[config.mk]
export PLATFORM = sky130hd
export DESIGN_NAME = sorted_ready_queue_core
export DESIGN_NICKNAME = d
export VERILOG_FILES = /design/src/hw/rtl/srq_pkg.sv /design/src/hw/rtl/srq_store.sv /design/src/hw/rtl/srq_cmp.sv /design/src/hw/rtl/sorted_ready_queue_core.sv
export SDC_FILE = /design/constraint.sdc
export NUM_CORES = 1
export LEC_CHECK = 0
export ABC_CLOCK_PERIOD_IN_PS = 10100
export BUFFER_PORTS_ARGS = -buffer_cell sky130_fd_sc_hd__buf_2
export CORE_ASPECT_RATIO = 0.7
export CORE_MARGIN = 10
export CORE_UTILIZATION = 30
export DETAILED_ROUTE_END_ITERATION = 16
export GPL_ROUTABILITY_DRIVEN = 0
export SLEW_MARGIN = 5
export SYNTH_ARGS = -nofsm -noshare
export SYNTH_HDL_FRONTEND = slang
export SYNTH_SLANG_ARGS = --single-unit
[constraint.sdc]
create_clock -name clk -period 10.1 [get_ports clk]
set_input_delay 3.03 -clock clk [delete_from_list [all_inputs] [get_ports clk]]
set_output_delay 3.03 -clock clk [all_outputs]
set_load 0.01 [all_outputs]
[src/hw/rtl/srq_pkg.sv]
// ----------------------------------------------------------------------------
// srq_pkg
// shared types and constants of the sorted ready queue
// ----------------------------------------------------------------------------
package srq_pkg;

    localparam int DEPTH        = 16;
    localparam int HANDLE_WIDTH = 16;
    localparam int KEY_WIDTH    = 32;
    localparam int IDX_WIDTH    = $clog2(DEPTH);
    localparam int CNT_WIDTH    = $clog2(DEPTH + 1);

    typedef enum logic [1:0] {
        OP_APPEND      = 2'd0,
        OP_SORTED      = 2'd1,
        OP_DEQUEUE     = 2'd2,
        OP_FIND_REMOVE = 2'd3
    } op_t;

    typedef enum logic [1:0] {
        ST_OK   = 2'd0,
        ST_FULL = 2'd1,
        ST_MISS = 2'd2
    } status_t;

    typedef enum logic [3:0] {
        S_IDLE,
        S_SCAN_RD,
        S_SCAN_CMP,
        S_INS_RD,
        S_INS_WR,
        S_PLACE,
        S_REM_RD,
        S_REM_WR,
        S_RESP
    } state_t;

    typedef struct packed {
        logic [HANDLE_WIDTH-1:0]     handle;
        logic signed [KEY_WIDTH-1:0] key;
    } entry_t;

    // access group from the sequencer to the entry store
    typedef struct packed {
        logic                 we;
        logic [IDX_WIDTH-1:0] waddr;
        entry_t               wdata;
        logic [IDX_WIDTH-1:0] raddr;
    } mem_req_t;

endpackage

[src/hw/rtl/srq_store.sv]
// ----------------------------------------------------------------------------
// srq_store
// entry memory: one write port, one read port with registered read data
// ----------------------------------------------------------------------------
module srq_store
    import srq_pkg::*;
(
    input  logic     clk,
    input  mem_req_t req,
    output entry_t   rd_data
);

    entry_t mem [DEPTH];

    always_ff @(posedge clk)
    begin
        if (req.we)
        begin
            mem[req.waddr] <= req.wdata;
        end
        rd_data <= mem[req.raddr];
    end

endmodule

[src/hw/rtl/srq_cmp.sv]
// ----------------------------------------------------------------------------
// srq_cmp
// shared compare unit: decides whether a stored entry stops the scan
// ----------------------------------------------------------------------------
module srq_cmp
    import srq_pkg::*;
(
    input  op_t                         op,
    input  entry_t                      entry,
    input  logic [HANDLE_WIDTH-1:0]     req_handle,
    input  logic signed [KEY_WIDTH-1:0] req_key,
    output logic                        hit
);

    always_comb
    begin
        case (op)
            // first entry whose key is not below the new key
            OP_SORTED:      hit = (entry.key >= req_key);
            OP_FIND_REMOVE: hit = (entry.handle == req_handle);
            OP_DEQUEUE:     hit = 1'b1;
            default:        hit = 1'b0;
        endcase
    end

endmodule

[src/hw/rtl/sorted_ready_queue_core.sv]
// ----------------------------------------------------------------------------
// sorted_ready_queue_core
// ordered ready queue of task handles with signed keys, sequenced over one
// entry memory and one shared compare unit
// ----------------------------------------------------------------------------
// A request is taken when start is high and busy is low; busy then stays high
// until the result has been shown. The result appears on status, handle_out,
// is_empty and count for exactly one cycle, marked by done, and must be taken
// in that cycle since the block cannot be stalled. Entries live in a single
// memory with one read and one write port, so the work depends on queue
// contents: an append writes the entry at the tail; a sorted insert reads and
// compares entries from the head up to the first key not below its own, or the
// tail, then moves each entry behind that point one slot toward the tail and
// writes the new entry into the gap; a dequeue takes the head and a find-remove
// scans for the first matching handle, and both then move each entry behind it
// one slot toward the head. An insert into a full queue is dropped with status
// full, and a request with nothing to remove answers with a miss. The slowest
// request is a sorted insert that does not land at the tail.
// ----------------------------------------------------------------------------
module sorted_ready_queue_core
    import srq_pkg::*;
(
    input  logic                        clk,
    input  logic                        rst_n,
    input  logic                        start,
    output logic                        busy,
    input  logic [1:0]                  opcode,
    input  logic [HANDLE_WIDTH-1:0]     handle,
    input  logic signed [KEY_WIDTH-1:0] key,
    output logic                        done,
    output logic [1:0]                  status,
    output logic [HANDLE_WIDTH-1:0]     handle_out,
    output logic                        is_empty,
    output logic [CNT_WIDTH-1:0]        count
);

    // control state
    state_t                 state_reg, state_next;
    logic [CNT_WIDTH-1:0]   cnt_reg, cnt_next;
    logic [CNT_WIDTH-1:0]   idx_reg, idx_next;   // scan position
    logic [CNT_WIDTH-1:0]   ptr_reg, ptr_next;   // shift position

    // request payload and result
    op_t                         op_reg, op_next;
    logic [HANDLE_WIDTH-1:0]     hnd_reg, hnd_next;
    logic signed [KEY_WIDTH-1:0] key_reg, key_next;
    logic [IDX_WIDTH-1:0]        pos_reg, pos_next;
    status_t                     status_reg, status_next;
    logic [HANDLE_WIDTH-1:0]     hout_reg, hout_next;

    mem_req_t             mem_req;
    entry_t               rd_data;
    logic                 hit;
    logic [CNT_WIDTH-1:0] ptr_dec;
    logic [CNT_WIDTH-1:0] ptr_inc;

    srq_store u_store
    (
        .clk     (clk),
        .req     (mem_req),
        .rd_data (rd_data)
    );

    srq_cmp u_cmp
    (
        .op         (op_reg),
        .entry      (rd_data),
        .req_handle (hnd_reg),
        .req_key    (key_reg),
        .hit        (hit)
    );

    assign ptr_dec = ptr_reg - 1'b1;
    assign ptr_inc = ptr_reg + 1'b1;

    always_ff @(posedge clk or negedge rst_n)
    begin
        if (!rst_n)
        begin
            state_reg <= S_IDLE;
            cnt_reg   <= '0;
            idx_reg   <= '0;
            ptr_reg   <= '0;
        end
        else
        begin
            state_reg <= state_next;
            cnt_reg   <= cnt_next;
            idx_reg   <= idx_next;
            ptr_reg   <= ptr_next;
        end
    end

    always_ff @(posedge clk)
    begin
        op_reg     <= op_next;
        hnd_reg    <= hnd_next;
        key_reg    <= key_next;
        pos_reg    <= pos_next;
        status_reg <= status_next;
        hout_reg   <= hout_next;
    end

    // sequencer: scan with the compare unit, then shift entries one at a time, a read step then a write step each
    always_comb
    begin
        state_next  = state_reg;
        cnt_next    = cnt_reg;
        idx_next    = idx_reg;
        ptr_next    = ptr_reg;
        op_next     = op_reg;
        hnd_next    = hnd_reg;
        key_next    = key_reg;
        pos_next    = pos_reg;
        status_next = status_reg;
        hout_next   = hout_reg;

        mem_req       = '0;
        mem_req.raddr = idx_reg[IDX_WIDTH-1:0];

        case (state_reg)
            S_IDLE:
            begin
                if (start)
                begin
                    op_next     = op_t'(opcode);
                    hnd_next    = handle;
                    key_next    = key;
                    idx_next    = '0;
                    hout_next   = '0;
                    status_next = ST_OK;
                    if ((opcode inside {OP_APPEND, OP_SORTED}) &&
                        (cnt_reg == CNT_WIDTH'(DEPTH)))
                    begin
                        // full: request dropped
                        status_next = ST_FULL;
                        state_next  = S_RESP;
                    end
                    else if (opcode == OP_APPEND)
                    begin
                        pos_next   = cnt_reg[IDX_WIDTH-1:0];
                        state_next = S_PLACE;
                    end
                    else
                    begin
                        state_next = S_SCAN_RD;
                    end
                end
            end

            S_SCAN_RD:
            begin
                if (idx_reg == cnt_reg)
                begin
                    // scan ran off the tail
                    if (op_reg == OP_SORTED)
                    begin
                        pos_next   = cnt_reg[IDX_WIDTH-1:0];
                        ptr_next   = cnt_reg;
                        state_next = S_INS_RD;
                    end
                    else
                    begin
                        status_next = ST_MISS;
                        state_next  = S_RESP;
                    end
                end
                else
                begin
                    mem_req.raddr = idx_reg[IDX_WIDTH-1:0];
                    state_next    = S_SCAN_CMP;
                end
            end

            S_SCAN_CMP:
            begin
                if (hit)
                begin
                    pos_next = idx_reg[IDX_WIDTH-1:0];
                    if (op_reg == OP_SORTED)
                    begin
                        ptr_next   = cnt_reg;
                        state_next = S_INS_RD;
                    end
                    else
                    begin
                        hout_next  = rd_data.handle;
                        ptr_next   = idx_reg;
                        state_next = S_REM_RD;
                    end
                end
                else
                begin
                    idx_next   = idx_reg + 1'b1;
                    state_next = S_SCAN_RD;
                end
            end

            // open a slot at the insert point, moving entries toward the tail
            S_INS_RD:
            begin
                if (ptr_reg == CNT_WIDTH'(pos_reg))
                begin
                    state_next = S_PLACE;
                end
                else
                begin
                    mem_req.raddr = ptr_dec[IDX_WIDTH-1:0];
                    state_next    = S_INS_WR;
                end
            end

            S_INS_WR:
            begin
                mem_req.we    = 1'b1;
                mem_req.waddr = ptr_reg[IDX_WIDTH-1:0];
                mem_req.wdata = rd_data;
                ptr_next      = ptr_dec;
                state_next    = S_INS_RD;
            end

            S_PLACE:
            begin
                mem_req.we           = 1'b1;
                mem_req.waddr        = pos_reg;
                mem_req.wdata.handle = hnd_reg;
                mem_req.wdata.key    = key_reg;
                cnt_next             = cnt_reg + 1'b1;
                state_next           = S_RESP;
            end

            // close the gap, moving entries toward the head
            S_REM_RD:
            begin
                if (ptr_inc >= cnt_reg)
                begin
                    cnt_next   = cnt_reg - 1'b1;
                    state_next = S_RESP;
                end
                else
                begin
                    mem_req.raddr = ptr_inc[IDX_WIDTH-1:0];
                    state_next    = S_REM_WR;
                end
            end

            S_REM_WR:
            begin
                mem_req.we    = 1'b1;
                mem_req.waddr = ptr_reg[IDX_WIDTH-1:0];
                mem_req.wdata = rd_data;
                ptr_next      = ptr_inc;
                state_next    = S_REM_RD;
            end

            S_RESP:
            begin
                state_next = S_IDLE;
            end

            default:
            begin
                state_next = S_IDLE;
            end
        endcase
    end

    // result ports
    assign busy       = (state_reg != S_IDLE);
    assign done       = (state_reg == S_RESP);
    assign status     = status_reg;
    assign handle_out = hout_reg;
    assign is_empty   = (cnt_reg == '0);
    assign count      = cnt_reg;

endmodule

* After elaboration in Yosys (flattened, before gate mapping)
Memories as Yosys holds them, arrays and structs flattened. A register that Yosys moved wholly into a read port is not among the register bits. Index checks and enable logic that the tools add are counted.
Cells by class: add/sub/neg operators 5, order comparisons 2, equality and inequality tests 26, multiplexer cells 43, reductions and logical operators 19
Operator list (count):
- 53-bit one-hot mux with 2 select lines | 1
- 4-bit 2-to-1 mux | 14
- 16-bit 2-to-1 mux | 3
- 5-bit 2-to-1 mux | 7
- 32-bit >= comparator | 1
- 16-bit one-hot mux with 2 select lines | 1
- 4-bit one-hot mux with 8 select lines | 1
- 2-bit != test, second input constant | 10
- 5-bit one-hot mux with 2 select lines | 2
- 5-bit one-hot mux with 4 select lines | 1
- 16-bit == test | 1
- 4-bit by 3-bit == test with 1-bit output, second input constant | 4
- 5-bit by 1-bit adder with 5-bit output, second input constant | 3
- 4-bit one-hot mux with 3 select lines | 1
- 4-bit AND reduction | 3
- 5-bit by 1-bit subtractor with 5-bit output, second input constant | 2
- 4-bit by 2-bit == test with 1-bit output, second input constant | 2
- 4-bit one-hot mux with 2 select lines | 1
- 2-bit nonzero test | 4
- 4-bit nonzero test | 2
- 7-bit AND reduction | 1
- 2-bit 2-to-1 mux | 3
- 3-bit 2-to-1 mux | 2
- 5-bit by 4-bit == test with 1-bit output | 1
- 18 further kinds | 24
Storage, ports and cells: flip-flop bits (word level) 91, RAM bits 768, bits of input ports 53, output and inout port bits 26, logic and storage cells 106, memories kept 1
Memories:
- u_store.mem | depth 16, width 48, read ports 1, clocked after Yosys merged registers in 1, wr ports 1, line srq_store.sv:13 | entry_t mem [DEPTH];

* Depth between registers and ports, before layout
word-level depth 6, mapped depth 16, depth with buffers taken out 11

* Cells and area by module
A second synthesis with hierarchy kept.
Unflattened totals: cell total of the unflattened synthesis 1780, area, all modules 35405.2 µm²
By module, submodules not included:
- srq_store | times used 1, cells each 1242, area an instance 29691.0 µm²
- sorted_ready_queue_core | times used 1, cells each 392, area an instance 4690.7 µm²
- srq_cmp | times used 1, cells each 146, area an instance 1023.5 µm²

* Worst setup path after synthesis
No wires, ideal clock.
path kind input port to flip-flop, start point in start, end point reg hnd_reg[0] (enable), arrival 4.134 ns, setup slack 5.560 ns, cell stages on the path 2, buffers on the path 0, cell sequence nand2_1 inv_1
On the way: cells in the longest elaborated chain, start to end 1
RTL lines:
- start: declaration | line sorted_ready_queue_core.sv:25 | input logic start,
- 2-bit AND reduction (no source line)
- end signal: assignment | line sorted_ready_queue_core.sv:97 | hnd_reg <= hnd_next;
- end: declaration | line sorted_ready_queue_core.sv:45 | logic [HANDLE_WIDTH-1:0] hnd_reg, hnd_next;
Every way passes these cells. A chain may end at the register's enable or synchronous reset.

* Worst setup path after layout
start point reg state_reg[1], end point out busy
On the way: cells in the longest elaborated chain, start to end 1
RTL lines:
- start: declaration | line sorted_ready_queue_core.sv:38 | state_t state_reg, state_next;
- start signal: assignment | line sorted_ready_queue_core.sv:87 | state_reg <= state_next;
- 4-bit nonzero test | line sorted_ready_queue_core.sv:269 | assign busy = (state_reg != S_IDLE);
- end: declaration | line sorted_ready_queue_core.sv:26 | output logic busy,
Every way passes these cells.

==> results.md <==
* Outcome: finished clean
* # rows at 107
* Top-Level Pins at 79
* Post-DP Area at 39350 um2
* Ratio of cells with drive above 1 in the final layout at 11.18%
* Top post-synthesis cells by area: edfxtp_1 68%, a221oi_1 5.7%, dfxtp_1 2.6%, a21oi_1 2.4%, a211oi_1 2.0%
* EDFF count, synth at 840
* Final hold violations at 0
* Clock latency on the worst-skew pair at 0.68 ns
* Setup tns final at 0 ns
* Final ANT Viol Nets at 0
* Cell count after synthesis at 2539
* Slowest stage delay, CP at 0.64 ns
* Hold Path Class: flop to flop
* Dpl ws at 5.059 ns
* Mapped cell area at 37190 um2
* Fin crit share at 51.29%
* Worst vdd ir at 175.3 uV
* Cts hold-fix bufs at 0
* Setup CP Type: flop to output pin
* FILL cells at 11700
* Post-route DRC violation count at 0
* Design area at 42100 um2
* FF+latch count, synth at 907
* Via count at 23044
* Async SR Flop Fraction at 2.095%
* PortBufs at 78
* Synth Net Count at 2636
* Worst endpoint required time at 7.07 ns
* R2R Path Start: ptr_reg[0]$_DFFE_PN0P_
* Final Slew Violations at 0
* RSZ-0062 raised after global routing: no
* Vias in the first global route at 22081
* CTS buffer count at 81
* Wire length per cell at 24.61 um
* Period minus WS final at 5.180 ns
* H-tree depth at 3
* All-Layer GR Usage at 14.57%
* DR pass1 iterations at 6
* Post-cts resize count at 0
* Initial antenna violation count at 3
* Critical path's slowest cell: dfrtp_1
* Worst reg2reg path depth at 13
* First-pass GRT wire length at 153.1 mm
* Grt ovf at 0
* Setup-failing EPs final at 0
* Maxcap violations at 0
* Post-DP HPWL at 52.72 mm
* Setup crit start kind: flop
* Seq/Total Area, Yosys at 71.69%
* Max frequency at 193.0 MHz
* CP delay by family, top: flip-flops
* Reg2reg end: u_store.rd_data[35]$_DFF_P_
* CTS tree: done
* Leak pwr at 13.62 nW
* Netlist cell types at 70
* Clk pin slew, worst setup/hold paths at 0.07 ns
* Dominant synthesized flop cell: edfxtp_1
* WP buf/inv at 2
* WHS Endpoint: idx_reg[4]$_DFFE_PN0P_
* Setup crit end kind: output pin
* Largest net degree at the start of global routing at 181
* Die area at 138700 um2
* Final nets at 2650
* Crit-path cells: nor4_1 -> inv_1 -> buf_2
* Starting Density at 30.39%
* Final WL at 104.8 mm
* Root Driver: clkbuf_16
* Clock sink total at 907
* Setup Skew at 0.02954 ns
* Max FFs per register at 768
* Post-CTS Setup Bufs at 0
* CTS max path bufs at 3
* R2R setup slack at 4.97 ns
* Synthesis Warnings at 0
* Min-Delay Path Depth at 2
* Yosys top cell area share at 67.83%
* Synth-to-Final Area Change at 13.21%
* Worst-margin pin slew at 1.102 ns
* Leading area contributor after synthesis: edfxtp_1
* Final Util at 34.40%
* Post-route setup slack at 4.920 ns
* Power per cell area at 300.4 nW/um2
* Synth Area per Inst at 14.65 um2
* CP arrival at 2.15 ns
* CORE AREA at 122400 um2
* Finished Layout Cells at 4256
* CP max FO at 21
* Chip height at 314.6 um
* Most frequent cells in the layout: 840 x edfxtp_1, 242 x a221oi_1, 187 x nand2_1
* Hold_sp: idx_reg[4]$_DFFE_PN0P_
* Via density at 5.414
* Placed insts at 4105
* Die width at 440.8 um
* 1st-iter DRT viols at 2695
* Most common cell after layout, fill and taps aside: edfxtp_1
* Slew Limit Headroom at 26.53%
-- logic make-up (layout without fill, tap and decap cells) --
logic type / count (synthesis) / count (layout) / share of synthesized area, %
other: 0 / 1 / 0
AO/OA/AOI/OAI: 740 / 740 / 14.47
XOR/XNOR: 35 / 35 / 0.8243
adder cells (fa/ha/maj): 44 / 44 / 1.501
flip-flops: 907 / 907 / 71.69
multiplexers: 58 / 58 / 1.598
buffers and inverters: 241 / 322 / 2.826
AND/OR/NAND/NOR: 514 / 514 / 7.086
-- how the worst max path moves through the flow --
stage / start / endpoint / slack [ns] / cells past startpoint
2_1_floorplan: start / hnd_reg[0]$_DFFE_PP_ / 5.56 / 2
3_3_place_gp: ptr_reg[0]$_DFFE_PN0P_ / u_store.rd_data[40]$_DFF_P_ / 5.03 / 12
3_5_place_dp: ptr_reg[0]$_DFFE_PN0P_ / u_store.rd_data[44]$_DFF_P_ / 5.06 / 13
4_1_cts: state_reg[1]$_DFFE_PN0N_ / busy / 4.91 / 3
5_1_grt: ptr_reg[0]$_DFFE_PN0P_ / u_store.rd_data[8]$_DFF_P_ / 4.71 / 12
6_report: state_reg[1]$_DFFE_PN0N_ / busy / 4.92 / 3
-- cell usage after synthesis, types with 12 or more instances --
cell type,number
a211o_1,48
a211oi_1,98
a21oi_1,178
a221oi_1,242
a22o_1,49
and2_0,73
and2_1,117
and3_1,19
buf_2,51
clkbuf_1,113
dfrtp_1,19
dfxtp_1,48
edfxtp_1,840
ha_1,43
inv_1,50
mux2i_1,52
nand2_1,189
nand4_1,15
nor2_1,44
nor3_1,12
o21ai_0,63
o21ai_1,16
xnor2_1,27
-- layout make-up --
type / count / area (um2) / area share (%)
sequential: 907 / 26660 / 63.33
multi-input combinational: 1391 / 9718 / 23.08
clock buffer: 109 / 2263 / 5.376
tap: 1635 / 2046 / 4.859
timing repair buffer: 120 / 730.7 / 1.736
clock inverter: 41 / 481.7 / 1.144
inverter: 52 / 196.4 / 0.4666
antenna: 1 / 2.502 / 0.005944
-- tightest hold or removal path, delay by kind of cell, from the launching register on --
kind | cells | cell delay (ns)
flops | 1 | 0.42
compound gates | 2 | 0.15
-- layer usage --
layer  GRT usage (%)  share of wire, %  up-vias
li1                -                 -    10048
met1           21.82                46    11771
met2           21.04                42     1068
met3           3.607               9.7      155
met4           3.246               1.9        2
met5               0             0.011        -
-- report_power, final --
group          internal, W  switching, W
logic              0.00135       0.00289
registers          0.00484      0.000318
clock network      0.00182       0.00142
total              0.00801       0.00463
-- per-stage QoR --
stage / total power (W) / hold WS, ns
5_1_grt: 0.01324 / 0.6460
3_5_place_dp: 0.009424 / 0.5984
4_1_cts: 0.01265 / 0.6076
6_report: 0.01264 / 0.6091
2_1_floorplan: 0.007960 / 0.5542
3_3_place_gp: 0.009396 / 0.6009
Power figures use the tool's default switching activity.
